`config.mk`:
```
export PLATFORM = sky130hd
export DESIGN_NAME = rotor_substitution_cipher
export DESIGN_NICKNAME = d
export VERILOG_FILES = /design/src/hw/rtl/rsc_pkg.sv /design/src/hw/rtl/rotor_substitution_cipher.sv /design/src/hw/rtl/rsc_ram.sv /design/src/hw/rtl/rsc_lookup.sv
export SDC_FILE = /design/constraint.sdc
export NUM_CORES = 2
export LEC_CHECK = 0
export BUFFER_PORTS_ARGS = -buffer_cell sky130_fd_sc_hd__buf_4
export CAP_MARGIN = 20
export CORE_UTILIZATION = 25
export DETAILED_ROUTE_END_ITERATION = 10
export GPL_TIMING_DRIVEN = 1
export PLACE_DENSITY_LB_ADDON = 0.2
export SYNTH_ARGS = -nofsm -noshare
export SYNTH_HDL_FRONTEND = slang
export SYNTH_SLANG_ARGS = --single-unit
```
`constraint.sdc`:
```
create_clock -name i_clk -period 19.35 [get_ports i_clk]
set_input_delay 3.87 -clock i_clk [delete_from_list [all_inputs] [get_ports i_clk]]
set_output_delay 3.87 -clock i_clk [all_outputs]
set_load 0.02 [all_outputs]
```
`src/hw/rtl/rsc_pkg.sv`:
```
// ----------------------------------------------------------------------------
// rsc_pkg
// Shared types, constants and mod-26 helpers for the rotor substitution cipher.
// ----------------------------------------------------------------------------
`default_nettype none

package rsc_pkg;

    // defaults for the top level parameters
    localparam int MAX_MODULES_DEF = 8;
    localparam int PERIOD_BITS_DEF = 16;

    // alphabet
    localparam logic [4:0] ALPHA  = 5'd26;
    localparam logic [7:0] CHAR_A = 8'h41;
    localparam logic [7:0] CHAR_Z = 8'h5A;

    // item commands
    typedef enum logic [1:0] {
        CMD_KEY   = 2'd0,
        CMD_SET   = 2'd1,
        CMD_START = 2'd2,
        CMD_CHAR  = 2'd3
    } t_cmd;

    // configuration register indexes
    localparam logic CFG_ACTIVE = 1'b0;
    localparam logic CFG_REFL   = 1'b1;

    // key table write from a load item
    typedef struct packed {
        logic       valid;
        logic [2:0] sel;
        logic [4:0] plain;
        logic [4:0] key;
    } t_key_wr;

    // one lookup issued by the sequencer
    typedef struct packed {
        logic       issue;
        logic       inv;
        logic       first;
        logic [4:0] x;
        logic [4:0] off;
    } t_lk_req;

    // (a + b) mod 26 for a, b below 26
    function automatic logic [4:0] add_mod26(input logic [4:0] a, input logic [4:0] b);
        logic [5:0] s;
        s = {1'b0, a} + {1'b0, b};
        if (s >= {1'b0, ALPHA}) begin
            s = s - {1'b0, ALPHA};
        end
        return s[4:0];
    endfunction

    // (a - b) mod 26 for a, b below 26
    function automatic logic [4:0] sub_mod26(input logic [4:0] a, input logic [4:0] b);
        logic [5:0] s;
        if (a >= b) begin
            s = {1'b0, a} - {1'b0, b};
        end else begin
            s = {1'b0, a} + {1'b0, ALPHA} - {1'b0, b};
        end
        return s[4:0];
    endfunction

    // reduce a 5-bit value mod 26
    function automatic logic [4:0] red_mod26(input logic [4:0] a);
        logic [4:0] r;
        r = a;
        if (a >= ALPHA) begin
            r = a - ALPHA;
        end
        return r;
    endfunction

endpackage

`default_nettype wire

```
`src/hw/rtl/rotor_substitution_cipher.sv`:
```
// Load and start items are taken one per cycle while the block is idle. A
// character item keeps the block busy until its result enters the output register:
// a letter walks forward, reflector, back through the active modules' key tables,
// one key table lookup issued each cycle; a non-letter skips the walk.
// Reset (synchronous, active low) sets one module in use, forward reflector,
// and zeroes positions, periods and counters; key tables hold until written.
// ----------------------------------------------------------------------------
// rotor_substitution_cipher
// Rotor cipher over A..Z: a small sequencer walks a letter through the key
// tables of the active modules, then steps the module positions.
// ----------------------------------------------------------------------------
`default_nettype none

module rotor_substitution_cipher #(
    parameter int MAX_MODULES = rsc_pkg::MAX_MODULES_DEF,
    parameter int PERIOD_BITS = rsc_pkg::PERIOD_BITS_DEF
) (
    input  wire logic        i_clk,
    input  wire logic        i_rst_n,
    // configuration
    input  wire logic        i_cfg_we,
    input  wire logic        i_cfg_index,
    input  wire logic [3:0]  i_cfg_data,
    // input items
    input  wire logic        i_in_valid,
    output logic             o_in_ready,
    input  wire logic [1:0]  i_cmd,
    input  wire logic [2:0]  i_module_sel,
    input  wire logic [4:0]  i_plain_index,
    input  wire logic [4:0]  i_key_letter,
    input  wire logic [4:0]  i_start_position,
    input  wire logic [15:0] i_step_period,
    input  wire logic [7:0]  i_char_in,
    // result items
    output logic             o_out_valid,
    input  wire logic        i_out_ready,
    output logic [7:0]       o_char_out
);

    localparam int MOD_W = (MAX_MODULES > 1) ? $clog2(MAX_MODULES) : 1;

    typedef enum logic [4:0] {
        S_IDLE = 5'b00001,
        S_FWD  = 5'b00010,
        S_REFL = 5'b00100,
        S_BACK = 5'b01000,
        S_FIN  = 5'b10000
    } t_state;

    t_state                 r_state, n_state;
    logic [3:0]             r_active;
    logic                   r_refl;
    logic [MOD_W-1:0]       r_mod;
    logic                   r_first;
    logic [4:0]             r_x;
    logic                   r_letter;
    logic [7:0]             r_char;
    logic                   r_out_valid;
    logic [7:0]             r_char_out;
    logic [4:0]             r_init [MAX_MODULES];
    logic [PERIOD_BITS-1:0] r_per  [MAX_MODULES];
    logic [4:0]             r_pos  [MAX_MODULES];
    logic [PERIOD_BITS-1:0] r_res  [MAX_MODULES];

    logic [MOD_W-1:0]       w_last;
    logic                   w_take;
    logic                   w_sel_ok;
    logic                   w_letter_in;
    logic                   w_out_free;
    logic                   w_done;
    logic [4:0]             w_x;
    rsc_pkg::t_cmd          w_cmd;
    rsc_pkg::t_key_wr       w_key_wr;
    rsc_pkg::t_lk_req       w_req;

    // last module index from the module count, clamped to 1..MAX_MODULES
    always_comb begin
        if (r_active == 4'd0) begin
            w_last = '0;
        end else if (32'(r_active) > MAX_MODULES) begin
            w_last = MOD_W'(MAX_MODULES - 1);
        end else begin
            w_last = MOD_W'(r_active - 4'd1);
        end
    end

    // input decode
    assign o_in_ready  = (r_state == S_IDLE);
    assign w_take      = i_in_valid && o_in_ready;
    assign w_cmd       = rsc_pkg::t_cmd'(i_cmd);
    assign w_sel_ok    = (32'(i_module_sel) < MAX_MODULES);
    assign w_letter_in = (i_char_in >= rsc_pkg::CHAR_A) && (i_char_in <= rsc_pkg::CHAR_Z);
    assign w_out_free  = !r_out_valid || i_out_ready;
    assign w_done      = (r_state == S_FIN) && w_out_free;

    // key table write
    always_comb begin
        w_key_wr.valid = w_take && (w_cmd == rsc_pkg::CMD_KEY) && w_sel_ok
                         && (i_plain_index < rsc_pkg::ALPHA)
                         && (i_key_letter < rsc_pkg::ALPHA);
        w_key_wr.sel   = i_module_sel;
        w_key_wr.plain = i_plain_index;
        w_key_wr.key   = i_key_letter;
    end

    // lookup request for the current module
    always_comb begin
        w_req.issue = (r_state == S_FWD) || (r_state == S_REFL) || (r_state == S_BACK);
        w_req.inv   = ((r_state == S_REFL) && r_refl) || (r_state == S_BACK);
        w_req.first = r_first;
        w_req.x     = r_x;
        w_req.off   = r_pos[r_mod];
    end

    rsc_lookup #(
        .MAX_MODULES (MAX_MODULES)
    ) u_lookup (
        .i_clk    (i_clk),
        .i_key_wr (w_key_wr),
        .i_req    (w_req),
        .i_mod    (r_mod),
        .o_x      (w_x)
    );

    // sequencer
    always_comb begin
        n_state = r_state;
        unique case (r_state)
            S_IDLE: begin
                if (w_take && (w_cmd == rsc_pkg::CMD_CHAR)) begin
                    if (!w_letter_in) begin
                        n_state = S_FIN;
                    end else if (w_last == '0) begin
                        n_state = S_REFL;
                    end else begin
                        n_state = S_FWD;
                    end
                end
            end
            S_FWD: begin
                if (r_mod == w_last - MOD_W'(1)) begin
                    n_state = S_REFL;
                end
            end
            S_REFL: begin
                n_state = (w_last == '0) ? S_FIN : S_BACK;
            end
            S_BACK: begin
                if (r_mod == '0) begin
                    n_state = S_FIN;
                end
            end
            S_FIN: begin
                if (w_out_free) begin
                    n_state = S_IDLE;
                end
            end
            default: n_state = S_IDLE;
        endcase
    end

    // control and per-module state
    always_ff @(posedge i_clk) begin
        if (!i_rst_n) begin
            r_state     <= S_IDLE;
            r_active    <= 4'd1;
            r_refl      <= 1'b0;
            r_out_valid <= 1'b0;
            for (int j = 0; j < MAX_MODULES; j++) begin
                r_init[j] <= '0;
                r_per[j]  <= '0;
                r_pos[j]  <= '0;
                r_res[j]  <= '0;
            end
        end else begin
            r_state <= n_state;

            // configuration writes
            if (i_cfg_we) begin
                unique case (i_cfg_index)
                    rsc_pkg::CFG_ACTIVE: r_active <= i_cfg_data;
                    rsc_pkg::CFG_REFL:   r_refl   <= i_cfg_data[0];
                    default: ;
                endcase
            end

            // module settings and message start
            if (w_take && (w_cmd == rsc_pkg::CMD_SET) && w_sel_ok) begin
                r_init[MOD_W'(i_module_sel)] <= rsc_pkg::red_mod26(i_start_position);
                r_per[MOD_W'(i_module_sel)]  <= PERIOD_BITS'(i_step_period);
            end
            if (w_take && (w_cmd == rsc_pkg::CMD_START)) begin
                for (int j = 0; j < MAX_MODULES; j++) begin
                    r_pos[j] <= r_init[j];
                    r_res[j] <= '0;
                end
            end

            // counter and position stepping once the character is finished
            if (w_done) begin
                for (int j = 0; j < MAX_MODULES; j++) begin
                    if (j <= int'(w_last)) begin
                        if (r_per[j] == '0) begin
                            r_res[j] <= '0;
                        end else if ({1'b0, r_res[j]} + (PERIOD_BITS + 1)'(1)
                                     >= {1'b0, r_per[j]}) begin
                            r_res[j] <= '0;
                            if (r_letter) begin
                                r_pos[j] <= rsc_pkg::add_mod26(r_pos[j], 5'd1);
                            end
                        end else begin
                            r_res[j] <= r_res[j] + PERIOD_BITS'(1);
                        end
                    end
                end
            end

            // result register
            if (w_done) begin
                r_out_valid <= 1'b1;
            end else if (i_out_ready) begin
                r_out_valid <= 1'b0;
            end
        end
    end

    // item payload and walk through the modules
    always_ff @(posedge i_clk) begin
        if (w_take && (w_cmd == rsc_pkg::CMD_CHAR)) begin
            r_letter <= w_letter_in;
            r_char   <= i_char_in;
            r_x      <= 5'(i_char_in - rsc_pkg::CHAR_A);
            r_first  <= 1'b1;
            r_mod    <= '0;
        end else if (w_req.issue) begin
            r_first <= 1'b0;
            if (r_state == S_FWD) begin
                r_mod <= r_mod + MOD_W'(1);
            end else if (r_state == S_REFL) begin
                r_mod <= w_last - MOD_W'(1);
            end else if (r_mod != '0) begin
                r_mod <= r_mod - MOD_W'(1);
            end
        end
        if (w_done) begin
            r_char_out <= r_letter ? (rsc_pkg::CHAR_A + {3'b000, w_x}) : r_char;
        end
    end

    assign o_out_valid = r_out_valid;
    assign o_char_out  = r_char_out;

`ifndef NO_ASSERTIONS
    // a letter starts the walk in a lookup state
    a_letter_walk: assert property (@(posedge i_clk) disable iff (!i_rst_n)
        w_take && (w_cmd == rsc_pkg::CMD_CHAR) && w_letter_in
        |=> (r_state == S_FWD) || (r_state == S_REFL))
        else $error("letter did not start a lookup walk");

    // the walk never addresses a module past the reflector
    a_mod_range: assert property (@(posedge i_clk) disable iff (!i_rst_n)
        w_req.issue |-> (r_mod <= w_last))
        else $error("lookup module index beyond last active module");

    // a finished character is presented and the block returns to idle
    a_fin_out: assert property (@(posedge i_clk) disable iff (!i_rst_n)
        w_done |=> o_out_valid && (r_state == S_IDLE))
        else $error("finished character not presented");

    // the reflector lookup is followed by the back pass or the finish
    a_refl_next: assert property (@(posedge i_clk) disable iff (!i_rst_n)
        (r_state == S_REFL) |=> (r_state == S_BACK) || (r_state == S_FIN))
        else $error("reflector not followed by back pass or finish");
`endif

endmodule

`default_nettype wire

```
`src/hw/rtl/rsc_ram.sv`:
```
// ----------------------------------------------------------------------------
// rsc_ram
// Generic single write port, single read port RAM with registered read data.
// ----------------------------------------------------------------------------
`default_nettype none

module rsc_ram #(
    parameter int WIDTH = 5,
    parameter int DEPTH = 208,
    localparam int AW = (DEPTH > 1) ? $clog2(DEPTH) : 1
) (
    input  wire logic             i_clk,
    input  wire logic             i_we,
    input  wire logic [AW-1:0]    i_waddr,
    input  wire logic [WIDTH-1:0] i_wdata,
    input  wire logic             i_re,
    input  wire logic [AW-1:0]    i_raddr,
    output logic      [WIDTH-1:0] o_rdata
);

    logic [WIDTH-1:0] r_mem [DEPTH];

    // write port
    always_ff @(posedge i_clk) begin
        if (i_we) begin
            r_mem[i_waddr] <= i_wdata;
        end
    end

    // registered read, data holds while not enabled
    always_ff @(posedge i_clk) begin
        if (i_re) begin
            o_rdata <= r_mem[i_raddr];
        end
    end

endmodule

`default_nettype wire

```
`src/hw/rtl/rsc_lookup.sv`:
```
// ----------------------------------------------------------------------------
// rsc_lookup
// Shared table lookup unit: forward and inverse key tables with offset
// arithmetic, one lookup issued per cycle, result chained into the next one.
// ----------------------------------------------------------------------------
`default_nettype none

module rsc_lookup #(
    parameter int MAX_MODULES = rsc_pkg::MAX_MODULES_DEF,
    localparam int MOD_W = (MAX_MODULES > 1) ? $clog2(MAX_MODULES) : 1
) (
    input  wire logic             i_clk,
    input  wire rsc_pkg::t_key_wr i_key_wr,
    input  wire rsc_pkg::t_lk_req i_req,
    input  wire logic [MOD_W-1:0] i_mod,
    output logic      [4:0]       o_x
);

    localparam int DEPTH  = MAX_MODULES * 26;
    localparam int ADDR_W = (DEPTH > 1) ? $clog2(DEPTH) : 1;

    logic [ADDR_W-1:0] w_wr_base;
    logic [ADDR_W-1:0] w_fwd_waddr;
    logic [ADDR_W-1:0] w_inv_waddr;
    logic [ADDR_W-1:0] w_raddr;
    logic [4:0]        w_col;
    logic [4:0]        w_x_now;
    logic [4:0]        w_fwd_rd;
    logic [4:0]        w_inv_rd;
    logic [4:0]        w_raw;
    logic [4:0]        w_post;
    logic              r_prev_inv;
    logic [4:0]        r_prev_off;

    // key write addresses: forward at the plain index, inverse at the key letter
    assign w_wr_base   = ADDR_W'(i_key_wr.sel) * ADDR_W'(rsc_pkg::ALPHA);
    assign w_fwd_waddr = w_wr_base + ADDR_W'(i_key_wr.plain);
    assign w_inv_waddr = w_wr_base + ADDR_W'(i_key_wr.key);

    // finish the previous lookup: inverse results take the offset off
    assign w_raw  = r_prev_inv ? w_inv_rd : w_fwd_rd;
    assign w_post = r_prev_inv ? rsc_pkg::sub_mod26(w_raw, r_prev_off) : w_raw;
    assign o_x    = w_post;

    // next lookup address from the chained value
    assign w_x_now = i_req.first ? i_req.x : w_post;
    assign w_col   = i_req.inv ? w_x_now : rsc_pkg::add_mod26(w_x_now, i_req.off);
    assign w_raddr = ADDR_W'(i_mod) * ADDR_W'(rsc_pkg::ALPHA) + ADDR_W'(w_col);

    // remember how to finish the lookup in flight
    always_ff @(posedge i_clk) begin
        if (i_req.issue) begin
            r_prev_inv <= i_req.inv;
            r_prev_off <= i_req.off;
        end
    end

    rsc_ram #(
        .WIDTH (5),
        .DEPTH (DEPTH)
    ) u_fwd_ram (
        .i_clk   (i_clk),
        .i_we    (i_key_wr.valid),
        .i_waddr (w_fwd_waddr),
        .i_wdata (i_key_wr.key),
        .i_re    (i_req.issue && !i_req.inv),
        .i_raddr (w_raddr),
        .o_rdata (w_fwd_rd)
    );

    rsc_ram #(
        .WIDTH (5),
        .DEPTH (DEPTH)
    ) u_inv_ram (
        .i_clk   (i_clk),
        .i_we    (i_key_wr.valid),
        .i_waddr (w_inv_waddr),
        .i_wdata (i_key_wr.plain),
        .i_re    (i_req.issue && i_req.inv),
        .i_raddr (w_raddr),
        .o_rdata (w_inv_rd)
    );

endmodule

`default_nettype wire
```
After elaboration in Yosys (flattened, before gate mapping)
Memory sizes are Yosys's and may differ from the RTL's. A register that Yosys moved wholly into a read port is not among the register bits. Cells that the tools add are included.

Multiplexer cells: 326. $mul: 2. $lt $le $gt $ge: 31. Equality and inequality tests: 13. Bitwise logic cells: 49. Reductions and logical operators: 39. Add/sub/neg operators: 47.

Operators by type and width (number): 2-to-1 mux 16 bit (33); 2-to-1 mux 5 bit (87); 2-to-1 mux 1 bit (194); adder 16 x 1 -> 17 bit, second input constant (8); >= comparator 17 x 16 -> 1 bit (8); adder 16 x 1 -> 16 bit, second input constant (8); zero test 16 bit (8); >= comparator 6 x 5 -> 1 bit, second input constant (9); subtractor 5 bit, second input constant (10); adder 5 x 1 -> 6 bit, second input constant (8); bitwise OR 1 bit (48); 2-to-1 mux 3 bit (10); case mux 5 bit (5 select lines) (1); adder 8 x 5 -> 8 bit (3); OR reduction 16 bit (1); multiplier 3 x 4 -> 7 bit, second input constant (2); less-or-equal comparator 3 bit, first input constant (4); logical AND 1 bit (12); < comparator 5 bit, second input constant (2); subtractor 5 bit (2); subtractor 3 x 1 -> 3 bit, second input constant (3); adder 7 x 5 -> 8 bit, first input constant (1); >= comparator 8 x 7 -> 1 bit, second input constant (1); less-or-equal comparator 8 x 7 -> 1 bit, second input constant (1); 31 further kinds (43).

Input bits: 54. Memory bits (writable): 2416. Bits in registers: 43. Output and inout bits: 10. Memories kept: 6.

Memory list: u_lookup.u_fwd_ram.r_mem (words 208, width 5, rd ports 1, clocked after Yosys merged registers in 1, write ports 1, line rsc_ram.sv:21) `logic [WIDTH-1:0] r_mem [DEPTH];`; u_lookup.u_inv_ram.r_mem (words 208, width 5, rd ports 1, clocked after Yosys merged registers in 1, write ports 1, line rsc_ram.sv:21); r_per (words 8, width 16, rd ports 8, clocked after Yosys merged registers in 0, write ports 8, line rotor_substitution_cipher.sv:61) `logic [PERIOD_BITS-1:0] r_per [MAX_MODULES];`; r_res (words 8, width 16, rd ports 8, clocked after Yosys merged registers in 0, write ports 8, line rotor_substitution_cipher.sv:63) `logic [PERIOD_BITS-1:0] r_res [MAX_MODULES];`; r_init (words 8, width 5, rd ports 8, clocked after Yosys merged registers in 0, write ports 8, line rotor_substitution_cipher.sv:60) `logic [4:0] r_init [MAX_MODULES];`; r_pos (words 8, width 5, rd ports 9, clocked after Yosys merged registers in 1, write ports 8, line rotor_substitution_cipher.sv:62) `logic [4:0] r_pos [MAX_MODULES];`.

Longest topological paths before layout
Depth after elaboration: 11. Gate-level depth with buffers: 36. Depth with buffers taken out: 34.

Hierarchy
From an unflattened synthesis, not the netlist that was laid out.

Cells, all modules: 6372. Area, all modules: 106394.5 um^2.

Modules (own cells, without submodules): rsc_ram (cells each 1986, seq. area each 31380.1 um^2, area an instance 40840.4 um^2, instances 2); rotor_substitution_cipher (cells each 2165, seq. area each 11110.7 um^2, area an instance 22723.0 um^2, instances 1); rsc_lookup (cells each 235, seq. area each 180.2 um^2, area an instance 1990.7 um^2, instances 1).

Worst setup path before layout
Ideal clock, no wire load.

Path type: flip-flop to flip-flop. From: register u_lookup.r_prev_inv. To: register u_lookup.u_fwd_ram.o_rdata[0], read port of u_lookup.u_fwd_ram.r_mem (data pin). Stages on the path, launching flop included: 36. Data arrival time: 7.138 ns. Path slack: 11.957 ns. Path buffers: 3. Setup time: 0.255 ns. Required time: 19.095 ns. Path through: edfxtp_1 buf_1 mux2_2 ha_1 a21oi_1 o21ai_0 a31o_2 a21o_1 a21o_1 xor2_1 a21o_1 mux2i_1 inv_1 ha_1 a21o_1 a21oi_1 xnor2_1 nand2_1 o21ai_0 xnor2_1 nor2_1 a21oi_1 ha_1 fa_1 a21o_1 a21oi_1 or2_2 nor3_1 a21oi_1 nor2_1 a221oi_1 clkbuf_1 and2_1 clkbuf_1 o211ai_1 and3_1.

Longest elaborated chain between the ends: 11. Elaborated cells on any way between the ends: 14. Those cells by class: add/sub (6); order compare (2); mux (6).

Ends and longest elaborated chain: from (decl) (line rsc_lookup.sv:32) `logic r_prev_inv;`; from (signal assigned) (line rsc_lookup.sv:53) `r_prev_inv <= i_req.inv;`; 2-to-1 mux 5 bit (line rsc_lookup.sv:41) `assign w_raw = r_prev_inv ? w_inv_rd : w_fwd_rd;`; adder 5 bit (line rsc_pkg.sv:63) `s = {1'b0, a} + {1'b0, ALPHA} - {1'b0, b};`; subtractor 5 bit (line rsc_pkg.sv:63); 2-to-1 mux 5 bit (line rsc_pkg.sv:60) `if (a >= b) begin`; 2-to-1 mux 5 bit * (line rsc_lookup.sv:42) `assign w_post = r_prev_inv ? rsc_pkg::sub_mod26(w_raw, r_prev_off) : w_raw;`; 2-to-1 mux 5 bit * (line rsc_lookup.sv:46) `assign w_x_now = i_req.first ? i_req.x : w_post;`; adder 5 x 5 -> 6 bit (line rsc_pkg.sv:50) `s = {1'b0, a} + {1'b0, b};`; subtractor 5 bit or >= comparator 6 x 5 -> 1 bit (tied branches) (line rsc_pkg.sv:52, rsc_pkg.sv:51); 2-to-1 mux 5 bit (line rsc_pkg.sv:51) `if (s >= {1'b0, ALPHA}) begin`; 2-to-1 mux 5 bit * (line rsc_lookup.sv:47) `assign w_col = i_req.inv ? w_x_now : rsc_pkg::add_mod26(w_x_now, i_req.off);`; adder 8 x 5 -> 8 bit * (line rsc_lookup.sv:48) `assign w_raddr = ADDR_W'(i_mod) * ADDR_W'(rsc_pkg::ALPHA) + ADDR_W'(w_col);`; to (decl) (line rsc_ram.sv:18) `output logic [WIDTH-1:0] o_rdata`.

Mark *: on every way between the ends. The rest lies on a longest branch, timed or not. A chain may end at the register's enable or synchronous reset.

Worst setup path in the final report
From: register u_lookup.r_prev_inv. To: register u_lookup.u_inv_ram.o_rdata[1], read port of u_lookup.u_inv_ram.r_mem (data pin).

Longest elaborated chain between the ends: 11. Elaborated cells on any way between the ends: 14. Those cells by class: add/sub (6); order compare (2); mux (6).

Ends and longest elaborated chain (line): 2-to-1 mux 5 bit (rsc_lookup.sv:41); adder 5 bit (rsc_pkg.sv:63); subtractor 5 bit (rsc_pkg.sv:63); 2-to-1 mux 5 bit (rsc_pkg.sv:60); 2-to-1 mux 5 bit * (rsc_lookup.sv:42); 2-to-1 mux 5 bit * (rsc_lookup.sv:46); adder 5 x 5 -> 6 bit (rsc_pkg.sv:50); subtractor 5 bit or >= comparator 6 x 5 -> 1 bit (tied branches) (rsc_pkg.sv:52, rsc_pkg.sv:51); 2-to-1 mux 5 bit (rsc_pkg.sv:51); 2-to-1 mux 5 bit * (rsc_lookup.sv:47); adder 8 x 5 -> 8 bit * (rsc_lookup.sv:48); to (decl) (rsc_ram.sv:18).

Marked as above.

==> results.md <==
- Crit start category: flop
- Drt wl/cell: 24.60 um
- Clock sinks: ~2500
- Post-cts hold buffer count: 0
- Synth Flop Type: edfxtp_1
- TritonCTS Buffers: ~280
- Dpl hpwl: around 190 mm
- Slew Limit Fails: 0
- Max frequency: about 0.11 GHz
- Number of setup buffers added after CTS: 0
- Critical Path Source: u_lookup.r_prev_inv$_DFFE_PN_
- Crit path max fanout: 103
- Synth Warn #: 0
- CP Capture Point: u_lookup.u_inv_ram.o_rdata[1]$_DFFE_PP_
- Slew margin rel.: a little over a quarter
- Row count: ~240
- DIE WIDTH: 652.2 um
- Final setup fails: 0
- Distinct cell type count after synthesis: 70
- Status: finished, final reports clean
- Post-route clock period utilization: between 40% and 50%
- HP Class: flop to flop
- Most instantiated library cell after synthesis: edfxtp_1
- Syn nets: just under 7000
- Worst EP required: ~20 ns
- Area leader, netlist: edfxtp_1
- Minimum clock period: around 9.5 ns
- Top cell type's share of synthesized area: 69.72%
- Sequential area share after synthesis: a little over two thirds
- Hold Vio Cnt, Final: 0
- WS Path Type: flop to flop
- Setup TNS: 0 ns
- CTS root buffer: clkbuf_16
- Vias/cell: roughly 4.7
- Vias in the first global route: ~60000
- Yosys reg bits: 2472
- Die height: 652.2 um
- FF-to-FF End: u_lookup.u_inv_ram.o_rdata[1]$_DFFE_PP_
- Port buffer count: between 60 and 70
- Largest net degree at the start of global routing: between 150 and 200
- Routed WL: ~310 mm
- Async S/R FF share, synth: 0%
- Synth top area cells: edfxtp_1, mux4_2, ha_1, nor2_1, and3_1
- CTS resizes: 0
- Initial antenna violation count: 17
- Post-synth EDFFs: around 2500
- DRC marker count from the first detailed-route iteration: 4993
- Netlist Area Pre-Place: around 0.11 mm^2
- Mapped Cells: approximately 6600
- # H-tree levels: 5
- Worst skew pair latency: a little over 0.9 ns
- Drt drc: 0
- Max Clock Skew: 0.07712 ns
- CP peak stage delay: around 0.77 ns
- Slowest stage cell, crit path: buf_4
- Die ar.: around 0.43 mm^2
- Fillcell total: between 40000 and 50000
- Share of layout cells above drive strength 1: 15.73%
- Crit path capture type: flop
- Vias: around 59000
- Core Area: 0.4205 mm^2
- R2r setup slk: about 10 ns
- RePlAce Congestion: a little under 0.8
- R2R depth: 32
- Post-DRT Antenna Nets: 0
- Top Ports: between 60 and 70
- First-pass GRT wire length: about 440 mm
- Commonest cells in the netlist: edfxtp_1, nor2_1, mux4_2, nand2_1, clkbuf_1
- Clock Pin Slew Worst Setup and Hold Paths: 0.06 ns
- Bufs on Longest Clock Path: 4
- Initial DRT Pass Iterations: 5
- Worst-margin pin slew: roughly 1.1 ns
- CTS tree: done
- GRT Resource Usage Total: 14.13%
- Grt ovf: 0
- Crit path DAT: roughly 10 ns
- RR Startpoint: u_lookup.r_prev_inv$_DFFE_PN_
- Mapped Avg Cell Area: around 16 um^2
- Initial Util: around 25%
- Max Cap Viol: 0
- Final Net Count: between 6000 and 7000
- RSZ-0062 raised after global routing: no
- Area grow syn2layout: 15.43%
[state kept, by name (all words and copies together) (netlist names), 3 cells and up, named ones only]
| name | count |
|---|---|
| r_per | 128 |
| r_char | 8 |
| r_res | 128 |
| r_active | 4 |
| u_lookup.r_prev_off | 5 |
| u_lookup.u_inv_ram.r_mem | 1040 |
| r_pos | 40 |
| u_lookup.u_fwd_ram.o_rdata | 5 |
| u_lookup.u_inv_ram.o_rdata | 5 |
| o_char_out | 8 |
| u_lookup.u_fwd_ram.r_mem | 1040 |
| r_x | 5 |
| r_state | 5 |
| r_init | 40 |
| r_mod | 3 |
[worst min-delay path by stage]
| stage | cells after the start | endpoint | startpoint |
|---|---|---|---|
| 2_1_floorplan | 2 | r_refl$_SDFFE_PN0P_ | r_refl$_SDFFE_PN0P_ |
| 3_3_place_gp | 1 | o_char_out[6]$_SDFFCE_PP1P_ | r_char[6]$_DFFE_PP_ |
| 3_5_place_dp | 1 | o_char_out[6]$_SDFFCE_PP1P_ | r_char[6]$_DFFE_PP_ |
| 4_1_cts | 1 | o_char_out[6]$_SDFFCE_PP1P_ | r_char[6]$_DFFE_PP_ |
| 5_1_grt | 1 | o_char_out[6]$_SDFFCE_PP1P_ | r_char[6]$_DFFE_PP_ |
| 6_report | 1 | o_char_out[6]$_SDFFCE_PP1P_ | r_char[6]$_DFFE_PP_ |
[area by class of cell]
type                    count  area (um^2)  area share [%]
flip-flops and latches   2472        74050           60.69
repair buffers            170         1425           1.168
diodes                      3        7.507        0.006153
clock inverters           151         1514           1.241
multi-input cells        3542        29750           24.38
inverters                 203        762.0          0.6245
clock buffers             348         7442           6.100
well taps                5640         7057           5.784
[routing by layer]
metal	global-route usage, %	part of all wire (%)	wire length (um)
met5	0	0	0
met4	4.001	2.9	9074
met3	2.105	5.0	15500
met2	23.33	48	147200
met1	19.26	44	136400
[cells in the final DEF (no fill, tap or decap), types with 151 or more instances in the layout]
cell type and count:
ha_1 217, a22oi_1 179, nor2_1 614, a21oi_1 247
and3_1 244, buf_4 151, clkbuf_16 288, edfxtp_1 2454
inv_1 201, mux4_2 432, nand2_1 341
[through the flow]
stage	setup WS (ns)	cells	hold slack, ns	area (um^2)	util, %
finish	9.864	12530	0.5002	122000	29.02
global route	9.213	12530	0.5301	122000	29.02
CTS	9.733	12520	0.5040	122000	29.01
detailed placement	9.687	12030	0.4894	113000	26.88
global placement	9.563	12020	0.4863	113000	26.87
floorplan	11.96	6562	0.4518	105700	-
[critical path: cells and delay by family, from the launching register on]
family,cells,cell delay [ns]
DFF,1,0.65
adders and majority gates,3,1.28
muxes,2,0.69
buffers and inverters,5,2.16
xor gates and xnor gates,3,0.49
and+or+nand+nor,6,0.96
AOI/OAI and AO/OA,13,2.86
[cell families after synthesis]
family                   count (synthesis)  synth area share [%]
XOR/XNOR                               187                 1.550
AND/OR/NAND/NOR                       1681                 7.507
AO/OA/AOI/OAI                          839                 5.199
multiplexers                           608                 10.91
flip-flops                            2472                 70.06
adder cells (fa/ha/maj)                227                 2.744
buffers and inverters                  548                 2.033
Power is left out: the tool's default activity adds up to more than one toggle a clock period on the data nets, which glitch-free logic cannot reach.
